### src/rtl/flvdf_pkg.sv
package flvdf_pkg;

   // Byte counts and positions inside one tag.
   localparam int unsigned CountWidth = 24;
   localparam logic [CountWidth-1:0] TAG_HDR_LAST_POS = 24'd10;
   localparam logic [CountWidth-1:0] TRAILER_LAST_POS = 24'd3;
   localparam logic [CountWidth-1:0] TYPE_POS         = 24'd0;
   localparam logic [CountWidth-1:0] LENGTH_LAST_POS  = 24'd3;
   localparam logic [CountWidth-1:0] EXT_BYTE_POS     = 24'd7;

   // Tag type codes that carry media.
   localparam logic [7:0] TYPE_AUDIO = 8'h08;
   localparam logic [7:0] TYPE_VIDEO = 8'h09;

   // Request command codes.
   localparam logic CMD_BYTE    = 1'b0;
   localparam logic CMD_RESTART = 1'b1;

   // Result kind codes.
   localparam logic KIND_AUDIO = 1'b0;
   localparam logic KIND_VIDEO = 1'b1;

   // Parser phases, one-hot.
   typedef enum logic [3:0] {
      PH_FILE_HDR = 4'b0001,
      PH_TAG_HDR  = 4'b0010,
      PH_PAYLOAD  = 4'b0100,
      PH_TRAILER  = 4'b1000
   } phase_type;

   // One result beat.
   typedef struct packed {
      logic [7:0]  payload_byte;
      logic        tag_kind;
      logic [23:0] tag_time;
      logic        last_of_tag;
   } rsp_type;

endpackage

### src/rtl/flvdf_parser.sv
module flvdf_parser #(
   parameter int unsigned HEADER_BYTES = 13
) (
   input  logic                 clock,
   input  logic                 reset,
   input  logic                 beat_accept,
   input  logic                 command,
   input  logic [7:0]           data_byte,
   output logic                 result_valid,
   output flvdf_pkg::rsp_type   result
);

   localparam logic [flvdf_pkg::CountWidth-1:0] HdrLastPos =
      flvdf_pkg::CountWidth'(HEADER_BYTES - 1);

   flvdf_pkg::phase_type phase_ff, phase_in;
   logic [flvdf_pkg::CountWidth-1:0] count_ff, count_in;
   logic [7:0]  type_ff, type_in;
   logic [23:0] length_ff, length_in;
   logic [23:0] stamp_ff, stamp_in;
   logic [flvdf_pkg::CountWidth-1:0] count_inc;
   logic        media_tag;
   logic        last_byte;

   assign count_inc = count_ff + 1'b1;
   assign media_tag = (type_ff == flvdf_pkg::TYPE_AUDIO) ||
                      (type_ff == flvdf_pkg::TYPE_VIDEO);
   assign last_byte = (count_inc == length_ff);

   // Next-state logic for the phase machine and the tag fields.
   always_comb begin
      phase_in  = phase_ff;
      count_in  = count_ff;
      type_in   = type_ff;
      length_in = length_ff;
      stamp_in  = stamp_ff;
      if (beat_accept) begin
         if (command == flvdf_pkg::CMD_RESTART) begin
            phase_in  = flvdf_pkg::PH_FILE_HDR;
            count_in  = '0;
            type_in   = '0;
            length_in = '0;
            stamp_in  = '0;
         end else begin
            case (phase_ff)
               flvdf_pkg::PH_FILE_HDR: begin
                  if (count_ff == HdrLastPos) begin
                     phase_in = flvdf_pkg::PH_TAG_HDR;
                     count_in = '0;
                  end else begin
                     count_in = count_inc;
                  end
               end
               flvdf_pkg::PH_TAG_HDR: begin
                  // Type byte, then three length bytes, then three timestamp bytes.
                  if (count_ff == flvdf_pkg::TYPE_POS) begin
                     type_in = data_byte;
                  end else if (count_ff <= flvdf_pkg::LENGTH_LAST_POS) begin
                     length_in = {length_ff[15:0], data_byte};
                  end else if (count_ff < flvdf_pkg::EXT_BYTE_POS) begin
                     stamp_in = {stamp_ff[15:0], data_byte};
                  end
                  if (count_ff == flvdf_pkg::TAG_HDR_LAST_POS) begin
                     phase_in = (length_ff == '0) ? flvdf_pkg::PH_TRAILER
                                                  : flvdf_pkg::PH_PAYLOAD;
                     count_in = '0;
                  end else begin
                     count_in = count_inc;
                  end
               end
               flvdf_pkg::PH_PAYLOAD: begin
                  if (last_byte) begin
                     phase_in = flvdf_pkg::PH_TRAILER;
                     count_in = '0;
                  end else begin
                     count_in = count_inc;
                  end
               end
               flvdf_pkg::PH_TRAILER: begin
                  if (count_ff == flvdf_pkg::TRAILER_LAST_POS) begin
                     phase_in  = flvdf_pkg::PH_TAG_HDR;
                     count_in  = '0;
                     type_in   = '0;
                     length_in = '0;
                     stamp_in  = '0;
                  end else begin
                     count_in = count_inc;
                  end
               end
               default: begin
                  phase_in = flvdf_pkg::PH_FILE_HDR;
                  count_in = '0;
               end
            endcase
         end
      end
   end

   // A media payload byte produces one result beat.
   assign result_valid = beat_accept && (command == flvdf_pkg::CMD_BYTE) &&
                         (phase_ff == flvdf_pkg::PH_PAYLOAD) && media_tag;
   assign result.payload_byte = data_byte;
   assign result.tag_kind     = (type_ff == flvdf_pkg::TYPE_VIDEO) ?
                                flvdf_pkg::KIND_VIDEO : flvdf_pkg::KIND_AUDIO;
   assign result.tag_time     = stamp_ff;
   assign result.last_of_tag  = last_byte;

   always_ff @(posedge clock) begin
      if (reset) begin
         phase_ff  <= flvdf_pkg::PH_FILE_HDR;
         count_ff  <= '0;
         type_ff   <= '0;
         length_ff <= '0;
         stamp_ff  <= '0;
      end else begin
         phase_ff  <= phase_in;
         count_ff  <= count_in;
         type_ff   <= type_in;
         length_ff <= length_in;
         stamp_ff  <= stamp_in;
      end
   end

endmodule

### src/rtl/flvdf_out_stage.sv
module flvdf_out_stage (
   input  logic                clock,
   input  logic                reset,
   input  logic                in_valid,
   input  flvdf_pkg::rsp_type  in_data,
   output logic                in_ready,
   output logic                out_valid,
   output flvdf_pkg::rsp_type  out_data,
   input  logic                out_ready
);

   logic               main_valid_ff, main_valid_in;
   logic               skid_valid_ff, skid_valid_in;
   flvdf_pkg::rsp_type main_data_ff, main_data_in;
   flvdf_pkg::rsp_type skid_data_ff, skid_data_in;
   logic               main_free;

   assign in_ready  = !skid_valid_ff;
   assign out_valid = main_valid_ff;
   assign out_data  = main_data_ff;
   assign main_free = !main_valid_ff || out_ready;

   // Main register feeds the port; the skid register catches a beat
   // that arrives while the main register is stalled.
   always_comb begin
      main_valid_in = main_valid_ff;
      main_data_in  = main_data_ff;
      skid_valid_in = skid_valid_ff;
      skid_data_in  = skid_data_ff;
      if (main_free) begin
         if (skid_valid_ff) begin
            main_valid_in = 1'b1;
            main_data_in  = skid_data_ff;
            skid_valid_in = 1'b0;
         end else begin
            main_valid_in = in_valid;
            main_data_in  = in_data;
         end
      end else if (in_valid && !skid_valid_ff) begin
         skid_valid_in = 1'b1;
         skid_data_in  = in_data;
      end
   end

   always_ff @(posedge clock) begin
      if (reset) begin
         main_valid_ff <= 1'b0;
         skid_valid_ff <= 1'b0;
      end else begin
         main_valid_ff <= main_valid_in;
         skid_valid_ff <= skid_valid_in;
      end
   end

   always_ff @(posedge clock) begin
      main_data_ff <= main_data_in;
      skid_data_ff <= skid_data_in;
   end

endmodule

### src/rtl/flv_tag_deframer_top.sv
// Channel | Direction | tdata                                  | tuser    | tlast
// req     | in        | [7:0] data_byte                        | command  | -
// rsp     | out       | [7:0] payload_byte, [31:8] tag_time    | tag_kind | last_of_tag
//
// One request beat is taken per cycle while req_tready is high; the phase
// machine updates its state in the cycle of the beat; results are registered onto rsp.
// Reset is synchronous and active high; a restart command has the same
// effect on the parser state. A two-entry output stage lets one more beat
// in while a result is stalled, so req_tready drops only when both are full.
module flv_tag_deframer_top #(
   parameter int unsigned HEADER_BYTES = 13
) (
   input  logic        clock,
   input  logic        reset,
   input  logic        req_tvalid,
   output logic        req_tready,
   input  logic [7:0]  req_tdata,   // [7:0] data_byte
   input  logic        req_tuser,   // [0] command
   output logic        rsp_tvalid,
   input  logic        rsp_tready,
   output logic [31:0] rsp_tdata,   // [7:0] payload_byte, [31:8] tag_time
   output logic        rsp_tuser,   // [0] tag_kind
   output logic        rsp_tlast    // last_of_tag
);

   logic               beat_accept;
   logic               result_valid;
   flvdf_pkg::rsp_type result;
   flvdf_pkg::rsp_type out_data;

   assign beat_accept = req_tvalid && req_tready;

   flvdf_parser #(
      .HEADER_BYTES(HEADER_BYTES)
   ) u_parser (
      .clock        (clock),
      .reset        (reset),
      .beat_accept  (beat_accept),
      .command      (req_tuser),
      .data_byte    (req_tdata),
      .result_valid (result_valid),
      .result       (result)
   );

   flvdf_out_stage u_out_stage (
      .clock     (clock),
      .reset     (reset),
      .in_valid  (result_valid),
      .in_data   (result),
      .in_ready  (req_tready),
      .out_valid (rsp_tvalid),
      .out_data  (out_data),
      .out_ready (rsp_tready)
   );

   // Pack the result beat onto the stream ports.
   assign rsp_tdata = {out_data.tag_time, out_data.payload_byte};
   assign rsp_tuser = out_data.tag_kind;
   assign rsp_tlast = out_data.last_of_tag;

endmodule
### config.mk
export PLATFORM = sky130hd
export DESIGN_NAME = flv_tag_deframer_top
export DESIGN_NICKNAME = d
export VERILOG_FILES = /design/src/rtl/flvdf_pkg.sv /design/src/rtl/flvdf_parser.sv /design/src/rtl/flvdf_out_stage.sv /design/src/rtl/flv_tag_deframer_top.sv
export SDC_FILE = /design/constraint.sdc
export NUM_CORES = 1
export LEC_CHECK = 0
export ABC_AREA = 1
export BUFFER_PORTS_ARGS = -buffer_cell sky130_fd_sc_hd__buf_2
export CAP_MARGIN = 20
export CORE_MARGIN = 5
export CORE_UTILIZATION = 35
export DETAILED_ROUTE_END_ITERATION = 8
export PLACE_DENSITY = 0.57
export RECOVER_POWER = 50
export SKIP_LAST_GASP = 1
export SLEW_MARGIN = 0
export SYNTH_ARGS = -nofsm -noshare
export SYNTH_HDL_FRONTEND = slang
export SYNTH_SLANG_ARGS = --single-unit
### constraint.sdc
create_clock -name clock -period 17 [get_ports clock]
set_clock_uncertainty 0.15 [all_clocks]
set_input_delay 3.4 -clock clock [delete_from_list [all_inputs] [get_ports clock]]
set_output_delay 3.4 -clock clock [all_outputs]
set_load 0.02 [all_outputs]
==> Word level (Yosys, flattened, before mapping) <==
Cells that the tools add are included.
{ "op_classes": {"shift": 0, "multipliers": 0, "addsub": 1, "n_lt_le_gt_ge": 2, "n_reduce_logical": 18, "n_bitwise": 2, "mux": 30, "n_eq_ne": 19, "div": 0} }
{ "op_table": {"columns": ["operator", "count"], "rows": [
  ["24-bit 2-to-1 mux", 13],
  ["24-bit one-hot mux with 2 select lines", 2],
  ["24-bit one-hot mux with 4 select lines", 1],
  ["24-bit by 4-bit equality test with 1-bit output (second input constant)", 2],
  ["24-bit zero test", 2],
  ["34-bit 2-to-1 mux", 1],
  ["24-bit by 1-bit adder with 24-bit output (second input constant)", 1],
  ["24-bit by 2-bit equality test with 1-bit output (second input constant)", 1],
  ["24-bit equality test", 1],
  ["24-bit by 2-bit less-or-equal comparator with 1-bit output (second input constant)", 1],
  ["24-bit by 3-bit less-than comparator with 1-bit output (second input constant)", 1],
  ["4-bit 2-to-1 mux", 6],
  ["8-bit 2-to-1 mux", 3],
  ["3-bit by 2-bit inequality test with 1-bit output (second input constant)", 7],
  ["8-bit by 4-bit equality test with 1-bit output (second input constant)", 2],
  ["4-bit one-hot mux with 4 select lines", 1],
  ["8-bit one-hot mux with 2 select lines", 1],
  ["5-bit AND reduction", 2],
  ["3-bit inequality test (second input constant)", 2],
  ["6-bit AND reduction", 1],
  ["1-bit logical AND", 5],
  ["4-bit by 1-bit equality test with 1-bit output (second input constant)", 1],
  ["4-bit by 2-bit equality test with 1-bit output (second input constant)", 1],
  ["4-bit by 3-bit equality test with 1-bit output (second input constant)", 1],
  ["other kinds (9)", 13]
]} }
{ "word_totals": {"rom_bits": 0, "wordCells": 87, "mem_bits_rw": 0, "n_memories": 0, "latchBits": 0, "ff_bits": 154} }

==> Depth between registers and ports, before layout <==
Gate-level depths: netlist of the first run.
{ "depth": {"ltp_word": 7, "ltp_mapped": 19, "ltp_nobuf": 19} }

==> By module <==
From an unflattened synthesis of the first run, not the netlist that was laid out.
{ "unflattened": {"hier_cells": 981, "hier_area_um2": 7807.5} }
{ "modules_own_cells": {"columns": ["mod", "n_inst", "area_per_inst_um2", "seq_area_each_um2", "cells_per_inst"], "rows": [
  ["flvdf_parser", 1, 5147.4, 1681.6, 789],
  ["flvdf_out_stage", 1, 2652.5, 2082.0, 190],
  ["flv_tag_deframer_top", 1, 7.5, 0.0, 2]
]} }

==> Worst setup path after synthesis of the first run <==
Ideal clock, no wire load.
{ "synth_timing": {"path_kind": "in2reg", "startpoint": "input rsp_tready", "endpoint": "register u_out_stage.skid_data_ff[0] in the netlist's numbering (enable)", "slack_ns": 8.712, "arrival_ns": 7.628, "n_path_buf": 0, "cell_stages": 3, "cell_sequence": "inv_1 nand2_1 nor4_1"} }
{ "synth_via": {"elab_chain_cells": 3} }
{ "synth_lines": {"columns": ["element", "line_no", "text"], "rows": [
  ["start: declaration", "flv_tag_deframer_top.sv:20", "input logic rsp_tready,"],
  ["1-bit logical OR", "flvdf_out_stage.sv:21", "assign main_free = !main_valid_ff || out_ready;"],
  ["net u_out_stage.main_free", "flvdf_out_stage.sv:16", "logic main_free;"],
  ["1-bit inverter (no line)", null, null],
  ["2-bit AND reduction (no line)", null, null],
  ["end signal: assignment", "flvdf_out_stage.sv:57", "skid_data_ff <= skid_data_in;"],
  ["end: declaration", "flvdf_out_stage.sv:15", "flvdf_pkg::rsp_type skid_data_ff, skid_data_in;"]
]} }
The timed path passes the listed nets, and every way through them passes these cells.
A chain may end at the register's enable or synchronous reset.

==> Worst setup path after layout of the first run <==
{ "layout_timing": {"startpoint": "input req_tvalid", "endpoint": "register u_parser.count_ff[23] in the netlist's numbering"} }
{ "layout_via": {"elab_chain_cells": 1} }
{ "layout_lines": {"columns": ["element", "line_no", "text"], "rows": [
  ["start: declaration", "flv_tag_deframer_top.sv:15", "input logic req_tvalid,"],
  ["1-bit logical AND", "flv_tag_deframer_top.sv:31", "assign beat_accept = req_tvalid && req_tready;"],
  ["end signal: assignment", "flvdf_parser.sv:117", "count_ff <= count_in;"],
  ["end: declaration", "flvdf_parser.sv:17", "logic [flvdf_pkg::CountWidth-1:0] count_ff, count_in;"]
]} }
No other way between the ends.

==> reports/metrics.yaml, run 1 <==
grt:
  grt_max_degree: 67
  grt_pass1_wl_mm: 31.4
  grt-ovfl-total: 0
  gr-usage-all-layers_pct: 15.2
  antenna_found_initial: 0
  grt_pass1_vias: 5861
layout:
  final_nets: 998
  fillCellCount: 2287
  final_common_cell: "nand2_1"
  final_cell_mix: "217 x nand2_1, 115 x inv_1, 86 x dfxtp_1"
  drive_gt1_share_pct: 15.7
  stdcell_count: 1275
  diodes: 0
  final_util_pct: 39.7
  seq_area_um2: 3760
  multi_input_area_um2: 3320
  area_growth_pct: 11.4
worst_hold_path:
  hp-class: "reg2reg"
  hp-start: "u_parser.stamp_ff[17]"
clocking:
  cts_setup_buffers: 0
  clock-root-buffer: "clkbuf_16"
  clk_pin_slew_ns: 0.07
  hold_buffers: 0
  post_cts_resized: 0
  cts.sinks: 154
  cts.path.max_buffers: 2
  htree_levels: 4
  cts_tree: "yes"
  insertion_delay_ns: 0.43
  cts_inserted_buffers: 17
placed_design:
  gp_congestion: 0.856
  portBuffers: 48
  hpwl_mm: 13.6
  post-place-cells: 1243
synthesis:
  synth_seq_cells: 154
  synth-compound-area-share_pct: 14.4
  synth_top_family_by_area: "simple AND/OR/NAND/NOR gates"
  yosys.area.top_type: "edfxtp_1"
  ys.warnings.count: 0
  yosysSeqAreaShare_pct: 48.1
  synth_area_um2: 7830
  synth_ff_type: "dfxtp_1"
  synth-edff-count: 68
  synth_xor_area_share_pct: 0.511
  syn_area_per_cell_um2: 8.25
  synth-simple-area-share_pct: 27.7
  syn_inst: 949
  postSynth.asyncResetShare_pct: 0
  yosys-top-cells-area: "edfxtp_1 26%, dfxtp_1 22%, nand2_1 10%"
  synth_top_area_share_pct: 26.1
  synthAdderAreaFrac_pct: 0.479
  synthMuxAreaShare_pct: 0
  syn_nets: 965
  synth_cell_types: 41
timing:
  max_slew_margin_pct: -58.8
  grt_setup_unrepaired: "false"
  slew_violations: 159
  fmax_mhz: 170
  setup_viol: 0
  setup_tns_ns: 0
  period_needed_ns: 5.89
  worst_pin_slew_ns: 2.38
  hold_viol_final: 0
  period_share_pct: 34.7
detailed_routing:
  wl_per_cell_um: 15.1
  drt-initial-drc-count: 462
  num_vias: 6254
  wirelength_mm: 19.2
  dr.pass1.iters: 5
  postRouteAntennaNets: 0
  viasPerCell: 4.91
  drc: 0
pwr:
  max-vdd-ir-drop_v: 0.0000662
  p_switching_w: 0.000244
  p_total_w: 0.000865
  swShare_pct: 28.2
  p_int_w: 0.000621
  power_frac_seq_pct: 47.4
  clockPowerShare_pct: 42.9
  p_per_area_nw_per_um2: 99.2
  power_frac_comb_pct: 9.7
  leakagePower_nw: 3.42
setup_path:
  startpoint: "req_tvalid"
  start_kind: "input pin"
  rr_startpoint: "u_parser.count_ff[1]"
  cp.required_ns: 17.21
  path_class: "in2reg"
  critical_path_arrival_ns: 6.10
  worstPathMaxFanout: 28
  worstSetupEndpointType: "flop"
floorplan:
  io_pins: 49
  rows: 54
  die_y_um: 160
  core-area_um2: 22000
  fp.dieW_um: 160
  initial_core_util_pct: 35.7
  die-area_um2: 25500
job:
  drv_cap: 4
status:
  failed_checks: "capacitance limit, slew limit"
  outcome: "finished with violations"
## per-stage QoR
step,worst slack (ns),hold slack (ns),cell area (um^2)
2_1_floorplan,8.71,0.258,7830
3_3_place_gp,11.48,0.260,8240
3_5_place_dp,11.47,0.264,8240
4_1_cts,11.92,0.277,8820
5_1_grt,10.82,0.284,8720
6_report,11.11,0.280,8720
## final timing paths
kind | depth (start not counted) | slack [ns] | end
worst max-delay path | 7 | 11.11 | u_parser.count_ff[23]
worst max register to register | 18 | 13.50 | u_parser.count_ff[23]
worst min register to register | 0 | 0.28 | u_out_stage.skid_data_ff[18]
worst min-delay path | 0 | 0.28 | u_out_stage.skid_data_ff[18]
## sequential cells by signal, summed over array words and instances, names as in the netlist
name / flops
u_parser.type_ff: 8
u_out_stage.skid_data_ff: 34
u_out_stage.out_data: 34
u_parser.length_ff: 24
u_parser.count_ff: 24
u_parser.phase_ff: 4
u_out_stage.out_valid: 1
u_out_stage.skid_valid_ff: 1
u_parser.stamp_ff: 24
## power by group through the flow
stage / Combinational (W) / Clock [W] / Sequential [W]
floorplan: 0.0000602 / 0 / 0.000422
global placement: 0.0000844 / 0 / 0.000418
detailed placement: 0.0000849 / 0 / 0.000418
CTS: 0.0000854 / 0.000380 / 0.000410
global route: 0.0000941 / 0.000395 / 0.000412
finish: 0.0000837 / 0.000371 / 0.000410
## routing by layer
layer	vias to the layer above	routed length, um	track usage (%)
met3	25	722	3.24
li1	3223	-	-
met2	116	8740	24.1
met4	0	362	4.30
met1	2890	9380	20.9
met5	-	0	0
## worst max-delay path: stages
cell and delay (ns):
clkbuf_1 0.10, nand2_1 0.06, clkbuf_1 0.65, nor2_2 0.27
clkbuf_1 1.22, nand3_1 0.19, a21oi_1 0.17
## Yosys cell counts, types with 2 or more instances
cell type    n
nand2_1    217
inv_1      115
dfxtp_1     86
nor2_1      74
nand3_1     70
edfxtp_1    68
a21oi_1     66
o21ai_0     55
clkbuf_1    23
nand3_2     21
a21oi_2     20
nand2_2     20
a211oi_1    17
a211oi_2    13
nand4_1     13
buf_6        7
buf_2        6
nor2_4       6
nor3_1       6
nor2_2       5
nor4_1       5
inv_2        4
nand3b_1     4
ha_1         3
nand2_4      3
nor2_8       3
o21ai_1      3
buf_12       2
o41ai_1      2
## cell type report
type / count / area share [%]
timing repair buffer: 54 / 2.96
clock buffer: 17 / 4.88
sequential: 154 / 43.2
tap: 280 / 4.02
multi-input combinational: 635 / 38.0
inverter: 120 / 5.16
clock inverter: 15 / 1.79
## kinds of logic (layout without fill, tap and decap cells)
logic type,Yosys count,after routing
flops,154,154
xor+xnor,3,3
fa+ha+maj,3,3
simple gates,450,450
compound gates,179,179
buf+inv,160,206
Power figures use the tool's default switching activity.
==> run 2, diff against run 1 <==
==> constraint.sdc (replaced) <==
create_clock -name clock -period 5.8 [get_ports clock]
set_clock_uncertainty 0.15 [all_clocks]
set_input_delay 1.16 -clock clock [delete_from_list [all_inputs] [get_ports clock]]
set_output_delay 1.16 -clock clock [all_outputs]
set_load 0.02 [all_outputs]
==> run 2 against run 1 <==
The flow still finishes with violations (capacitance limit, slew limit). Global-route usage down 0.13 points. Non-clock buffer count unchanged. Via count hardly changed. Final cell count unchanged. Largest cell class unchanged.
==> reports/metrics.yaml, run 2 (same netlist as run 1, synthesis figures left out) <==
status:
  outcome: "finished with violations"
  failed_checks: "capacitance limit, slew limit"
pwr:
  leakagePower_nw: 3.42  # -0.17%
  max-vdd-ir-drop_v: 0.000212  # +220%
  p_total_w: 0.00256  # +200%
  p_per_area_nw_per_um2: 291  # +190%
setup_path:
  path_buf_inv: 3  # unchanged
  r2r_setup_slack_ns: 2.54  # -10.96 ns
  cp.required_ns: 5.75  # -11.46 ns
  worstPathMaxFanout: 37  # +32%
  crit_slowest_cell: "nor4_4"
  start_kind: "input pin"
  critical_path_arrival_ns: 3.73  # -2.37 ns
  crit_chain: "buf_2, inv_1, nand2_1, nor4_4, buf_4"
  path_class: "in2reg"
  cpPeakStageDelay_ns: 1.12  # -0.10 ns
  worstSetupEndpointType: "flop"
  critPathTopFamily: "simple AND/OR/NAND/NOR gates"
layout:
  area_growth_pct: 12.3
  final_cell_mix: "217 x nand2_1, 115 x inv_1, 86 x dfxtp_1"
  final_common_cell: "nand2_1"
  final_nets: 998  # unchanged
  multi_input_area_um2: 3390  # +2.2%
  drive_gt1_share_pct: 15.6  # -0.10 points
  diodes: 0  # unchanged
  fillCellCount: 2218  # -3.0%
  seq_area_um2: 3760  # unchanged
floorplan:
  io_pins: 49  # unchanged
  core-area_um2: 22000  # unchanged
  die-area_um2: 25500  # unchanged
  initial_core_util_pct: 35.7  # unchanged
  fp.dieW_um: 160  # unchanged
  die_y_um: 160  # unchanged
  rows: 54  # unchanged
grt:
  antenna_found_initial: 0  # unchanged
  grt_pass1_wl_mm: 31.2  # -0.74%
  grt_pass1_vias: 5850  # -0.19%
  gr-usage-all-layers_pct: 15.0  # -0.13 points
  grt-ovfl-total: 0  # unchanged
  grt_max_degree: 67  # unchanged
worst_hold_path:
  hp-class: "reg2reg"
detailed_routing:
  postRouteAntennaNets: 0  # unchanged
  wl_per_cell_um: 14.9  # -0.90%
  num_vias: 6250  # -0.064%
  dr.pass1.iters: 4  # -1
  drt-initial-drc-count: 467  # +1.1%
  wirelength_mm: 19.0  # -0.90%
  viasPerCell: 4.90  # about the same
  drc: 0  # unchanged
timing:
  grt_setup_unrepaired: "false"
  max_slew_margin_pct: -52.9  # +5.9 points
  fmax_mhz: 265
  worst_pin_slew_ns: 2.29  # -0.0891 ns
  slew_violations: 105  # -34%
  setup_tns_ns: 0  # unchanged
  period_needed_ns: 3.78
  setup_viol: 0  # unchanged
  period_share_pct: 65.2
  hold_viol_final: 0  # unchanged
job:
  drv_cap: 2  # -2
clocking:
  cts.path.max_buffers: 2  # unchanged
  cts_setup_buffers: 0  # unchanged
  insertion_delay_ns: 0.43  # about the same
  cts.sinks: 154  # unchanged
  post_cts_resized: 0  # unchanged
  hold_buffers: 0  # unchanged
  cts_inserted_buffers: 17  # unchanged
  cts_tree: "yes"
  htree_levels: 4  # unchanged
  clock-root-buffer: "clkbuf_16"
  clk_pin_slew_ns: 0.07  # about the same
placed_design:
  hpwl_mm: 13.4  # -0.93%
  gp_congestion: 0.880  # +2.7%
  portBuffers: 48  # unchanged
-- run 2: final timing paths --
kind                                             from                            to  cells after the start
worst max-delay path                       rsp_tready  u_out_stage.skid_data_ff[20]                      5
worst min-delay path            u_parser.stamp_ff[23]  u_out_stage.skid_data_ff[24]                      0
worst max register to register  u_out_stage.out_valid  u_out_stage.skid_data_ff[20]                      3
worst min register to register  u_parser.stamp_ff[23]  u_out_stage.skid_data_ff[24]                      0
-- run 2: area by class of cell --
cell class | count | area share (%)
clock buffer | 18 | 4.99
clock inverter | 14 | 1.76
inverter | 120 | 5.12
multi-input combinational | 635 | 38.6
sequential | 154 | 42.8
tap | 280 | 3.98
timing repair buffer | 54 | 2.77
-- run 2: per-stage QoR --
stage                     hold WS [ns]  cell area (um^2)  worst slack (ns)  std cells  utilization (%)
final                            0.282              8790              2.02       1275             40.1
after global routing             0.294              8790              1.68       1275             40.1
after CTS                        0.280              8840              2.42       1275             40.3
after detailed placement         0.265              8250              1.97       1243             37.5
after global placement           0.259              8250              2.03       1243             37.5
after floorplan                  0.258              7840              1.17        949                -
-- run 2: routing by layer --
layer	vias to the layer above	global-route usage, %	wire (um)
li1	3229	-	-
met1	2871	21.5	9500
met2	130	23.3	8530
met3	20	3.18	755
met4	0	3.83	249
met5	-	0	0
-- run 2: power breakdown --
part	internal (W)	total, W	switching, W
registers	0.00118	0.00120	0.0000261
logic	0.0000692	0.000244	0.000175
clock network	0.000621	0.00111	0.000494
==> run 3, diff against run 2 <==
==> constraint.sdc (replaced) <==
create_clock -name clock -period 3.55 [get_ports clock]
set_clock_uncertainty 0.15 [all_clocks]
set_input_delay 0.71 -clock clock [delete_from_list [all_inputs] [get_ports clock]]
set_output_delay 0.71 -clock clock [all_outputs]
set_load 0.02 [all_outputs]
==> run 3 against run 2 <==
The run still ends with capacitance limit, slew limit left. Sequential cell count stayed put. Critical path depth is 10 higher. Utilization is 0.17 points lower. Power is 59% higher. Final cell count is 0.16% higher. Combinational power is 68% higher. Register-to-register slack worse by 1.8 ns. Clock-buffer cell count stayed put. Clock power is 53% higher. Hold slack worse by 0.00062 ns. Largest cell class unchanged.
==> reports/metrics.yaml, run 3 (same netlist as run 1, synthesis figures left out) <==
clocking:
  hold_buffers: 0  # unchanged
  cts_inserted_buffers: 17  # unchanged
  clock-root-buffer: "clkbuf_16"
  cts.path.max_buffers: 2  # unchanged
  insertion_delay_ns: 0.42  # about the same
  post_cts_resized: 0  # unchanged
  cts.sinks: 154  # unchanged
  cts_tree: "yes"
  clk_pin_slew_ns: 0.07  # about the same
  cts_setup_buffers: 0  # unchanged
  htree_levels: 4  # unchanged
detailed_routing:
  wl_met3_um: 944  # +25%
  drt-initial-drc-count: 464  # -0.64%
  wl_met1_mm: 9.72  # +2.3%
  wl_per_cell_um: 15.6  # +4.2%
  postRouteAntennaNets: 0  # unchanged
  num_vias: 6314  # +1.0%
  drc: 0  # unchanged
  dr.pass1.iters: 4  # unchanged
  wirelength_mm: 19.9  # +4.4%
  highest_layer: "met4"
  viasPerCell: 4.94  # +0.87%
  wl_met2_mm: 8.83  # +3.6%
timing:
  setup_viol: 0  # unchanged
  slew_violations: 37  # -65%
  fmax_mhz: 350
  hold_viol_final: 0  # unchanged
  max_slew_margin_pct: -32.3  # +21 points
  period_share_pct: 80.5
  setup_tns_ns: 0  # unchanged
  worst_pin_slew_ns: 1.98  # -0.309 ns
  period_needed_ns: 2.86
  grt_setup_unrepaired: "false"
setup_path:
  rr_startpoint: "u_parser.count_ff[1]"
  worstPathMaxFanout: 24  # -35%
  crit_chain: "ha_1, nand2_2, nor2_8, nand2_4, nor2_4, nand3b_1, nand2_2, xor2_1, nand2_1, nor2_1, nand2_2, nand2_2, nand2_4, nand3_1, a21oi_1"
  r2r_end: "u_parser.count_ff[6]"
  critical_path_arrival_ns: 2.99  # -0.74 ns
  path_class: "reg2reg"
  cp_common_cell: "nand2_2"
  cpPeakStageDelay_ns: 0.43  # -0.69 ns
  crit_slowest_cell: "dfxtp_1"
  start_kind: "flop"
  worstSetupEndpointType: "flop"
  r2r_cells: 15  # +12
  cp.required_ns: 3.68  # -2.07 ns
  r2r_setup_slack_ns: 0.69  # -1.85 ns
worst_hold_path:
  worstHoldEndpoint: "u_out_stage.skid_data_ff[23]"
  hp-start: "u_parser.stamp_ff[22]"
  worstHoldPathCells: 0  # unchanged
  hp-class: "reg2reg"
layout:
  stdcell_count: 1277  # +0.16%
  final_nets: 1001  # +0.30%
  diodes: 0  # unchanged
  multi_input_area_um2: 3390  # unchanged
  drive_gt1_share_pct: 15.0  # -0.53 points
  fillCellCount: 2269  # +2.3%
  final_cell_mix: "217 x nand2_1, 115 x inv_1, 86 x dfxtp_1"
  area_growth_pct: 11.8
  seq_area_um2: 3760  # unchanged
  final_common_cell: "nand2_1"
status:
  failed_checks: "capacitance limit, slew limit"
  outcome: "finished with violations"
placed_design:
  portBuffers: 48  # unchanged
  gp_congestion: 0.896  # +1.9%
  post-place-cells: 1246  # +0.24%
  hpwl_mm: 14.3  # +6.5%
grt:
  gr-usage-all-layers_pct: 15.9  # +0.83 points
  grt-ovfl-total: 0  # unchanged
  antenna_found_initial: 0  # unchanged
  grt_pass1_vias: 6041  # +3.3%
  grt_pass1_wl_mm: 32.5  # +4.2%
  grt_max_degree: 67  # unchanged
floorplan:
  die-area_um2: 25500  # unchanged
  fp.dieW_um: 160  # unchanged
  io_pins: 49  # unchanged
  initial_core_util_pct: 35.7  # unchanged
  rows: 54  # unchanged
  core-area_um2: 22000  # unchanged
  die_y_um: 160  # unchanged
job:
  drv_cap: 1  # -1
pwr:
  max-vdd-ir-drop_v: 0.000293  # +38%
  leakagePower_nw: 3.39  # -0.87%
  p_per_area_nw_per_um2: 466  # +60%
## run 3: cell types whose count changed in the layout (fill, tap and decap cells not counted), sizes merged
| cell | delta |
|---|---|
| buf | -3 |
| bufinv | -1 |
| clkbuf | +6 |
| clkinvlp | +1 |
| inv | -1 |
## run 3: power by group
part / switching [W] / internal (W) / leakage (nW)
registers: 0.0000427 / 0.00192 / 1.41
clock network: 0.000792 / 0.000912 / 0.262
logic: 0.000296 / 0.000113 / 1.72
total: 0.00113 / 0.00295 / 3.39
## run 3: worst max-delay path by stage
stage / slack [ns] / to / from
global route: 0.29 / u_parser.count_ff[23] / u_parser.count_ff[1]
global placement: 0.75 / u_parser.count_ff[23] / u_parser.count_ff[1]
finish: 0.69 / u_parser.count_ff[6] / u_parser.count_ff[1]
CTS: 0.67 / u_parser.count_ff[23] / u_parser.count_ff[1]
detailed placement: 0.70 / u_parser.count_ff[23] / u_parser.count_ff[1]
floorplan: 0.13 / u_out_stage.skid_data_ff[0] / rsp_tready
## run 3: cell type report
class                   count  share of cell area, %
flip-flops and latches    154                   43.0
well taps                 280                   4.00
clock buffers              18                   4.90
inverters                 120                   5.14
clock inverters            13                   1.31
repair buffers             57                   2.94
multi-input cells         635                   38.7
## run 3: metal layers
layer  vias to the layer above  GRT usage [%]
met5                         -              0
met4                         0           4.89
met3                        23           3.57
met2                       134           24.3
met1                      2932           22.5
li1                       3225              -
## run 3: through the flow
step / util [%] / setup WS [ns] / total power, W / hold WS (ns) / area, um^2
finish: 39.9 / 0.692 / 0.00408 / 0.281 / 8760
global route: 39.9 / 0.294 / 0.00425 / 0.293 / 8760
CTS: 40.1 / 0.673 / 0.00412 / 0.283 / 8810
detailed placement: 37.7 / 0.696 / 0.00242 / 0.267 / 8270
global placement: 37.7 / 0.749 / 0.00242 / 0.259 / 8270
floorplan: - / 0.135 / 0.00231 / 0.258 / 7850
## run 3: worst max-delay path: cells and delay by family (launching register included)
| family | cells | cell delay (ns) |
|---|---|---|
| adder cells (fa/ha/maj) | 1 | 0.29 |
| flip-flops | 1 | 0.43 |
| XOR/XNOR | 1 | 0.20 |
| AO/OA/AOI/OAI | 1 | 0.07 |
| AND/OR/NAND/NOR | 12 | 1.58 |
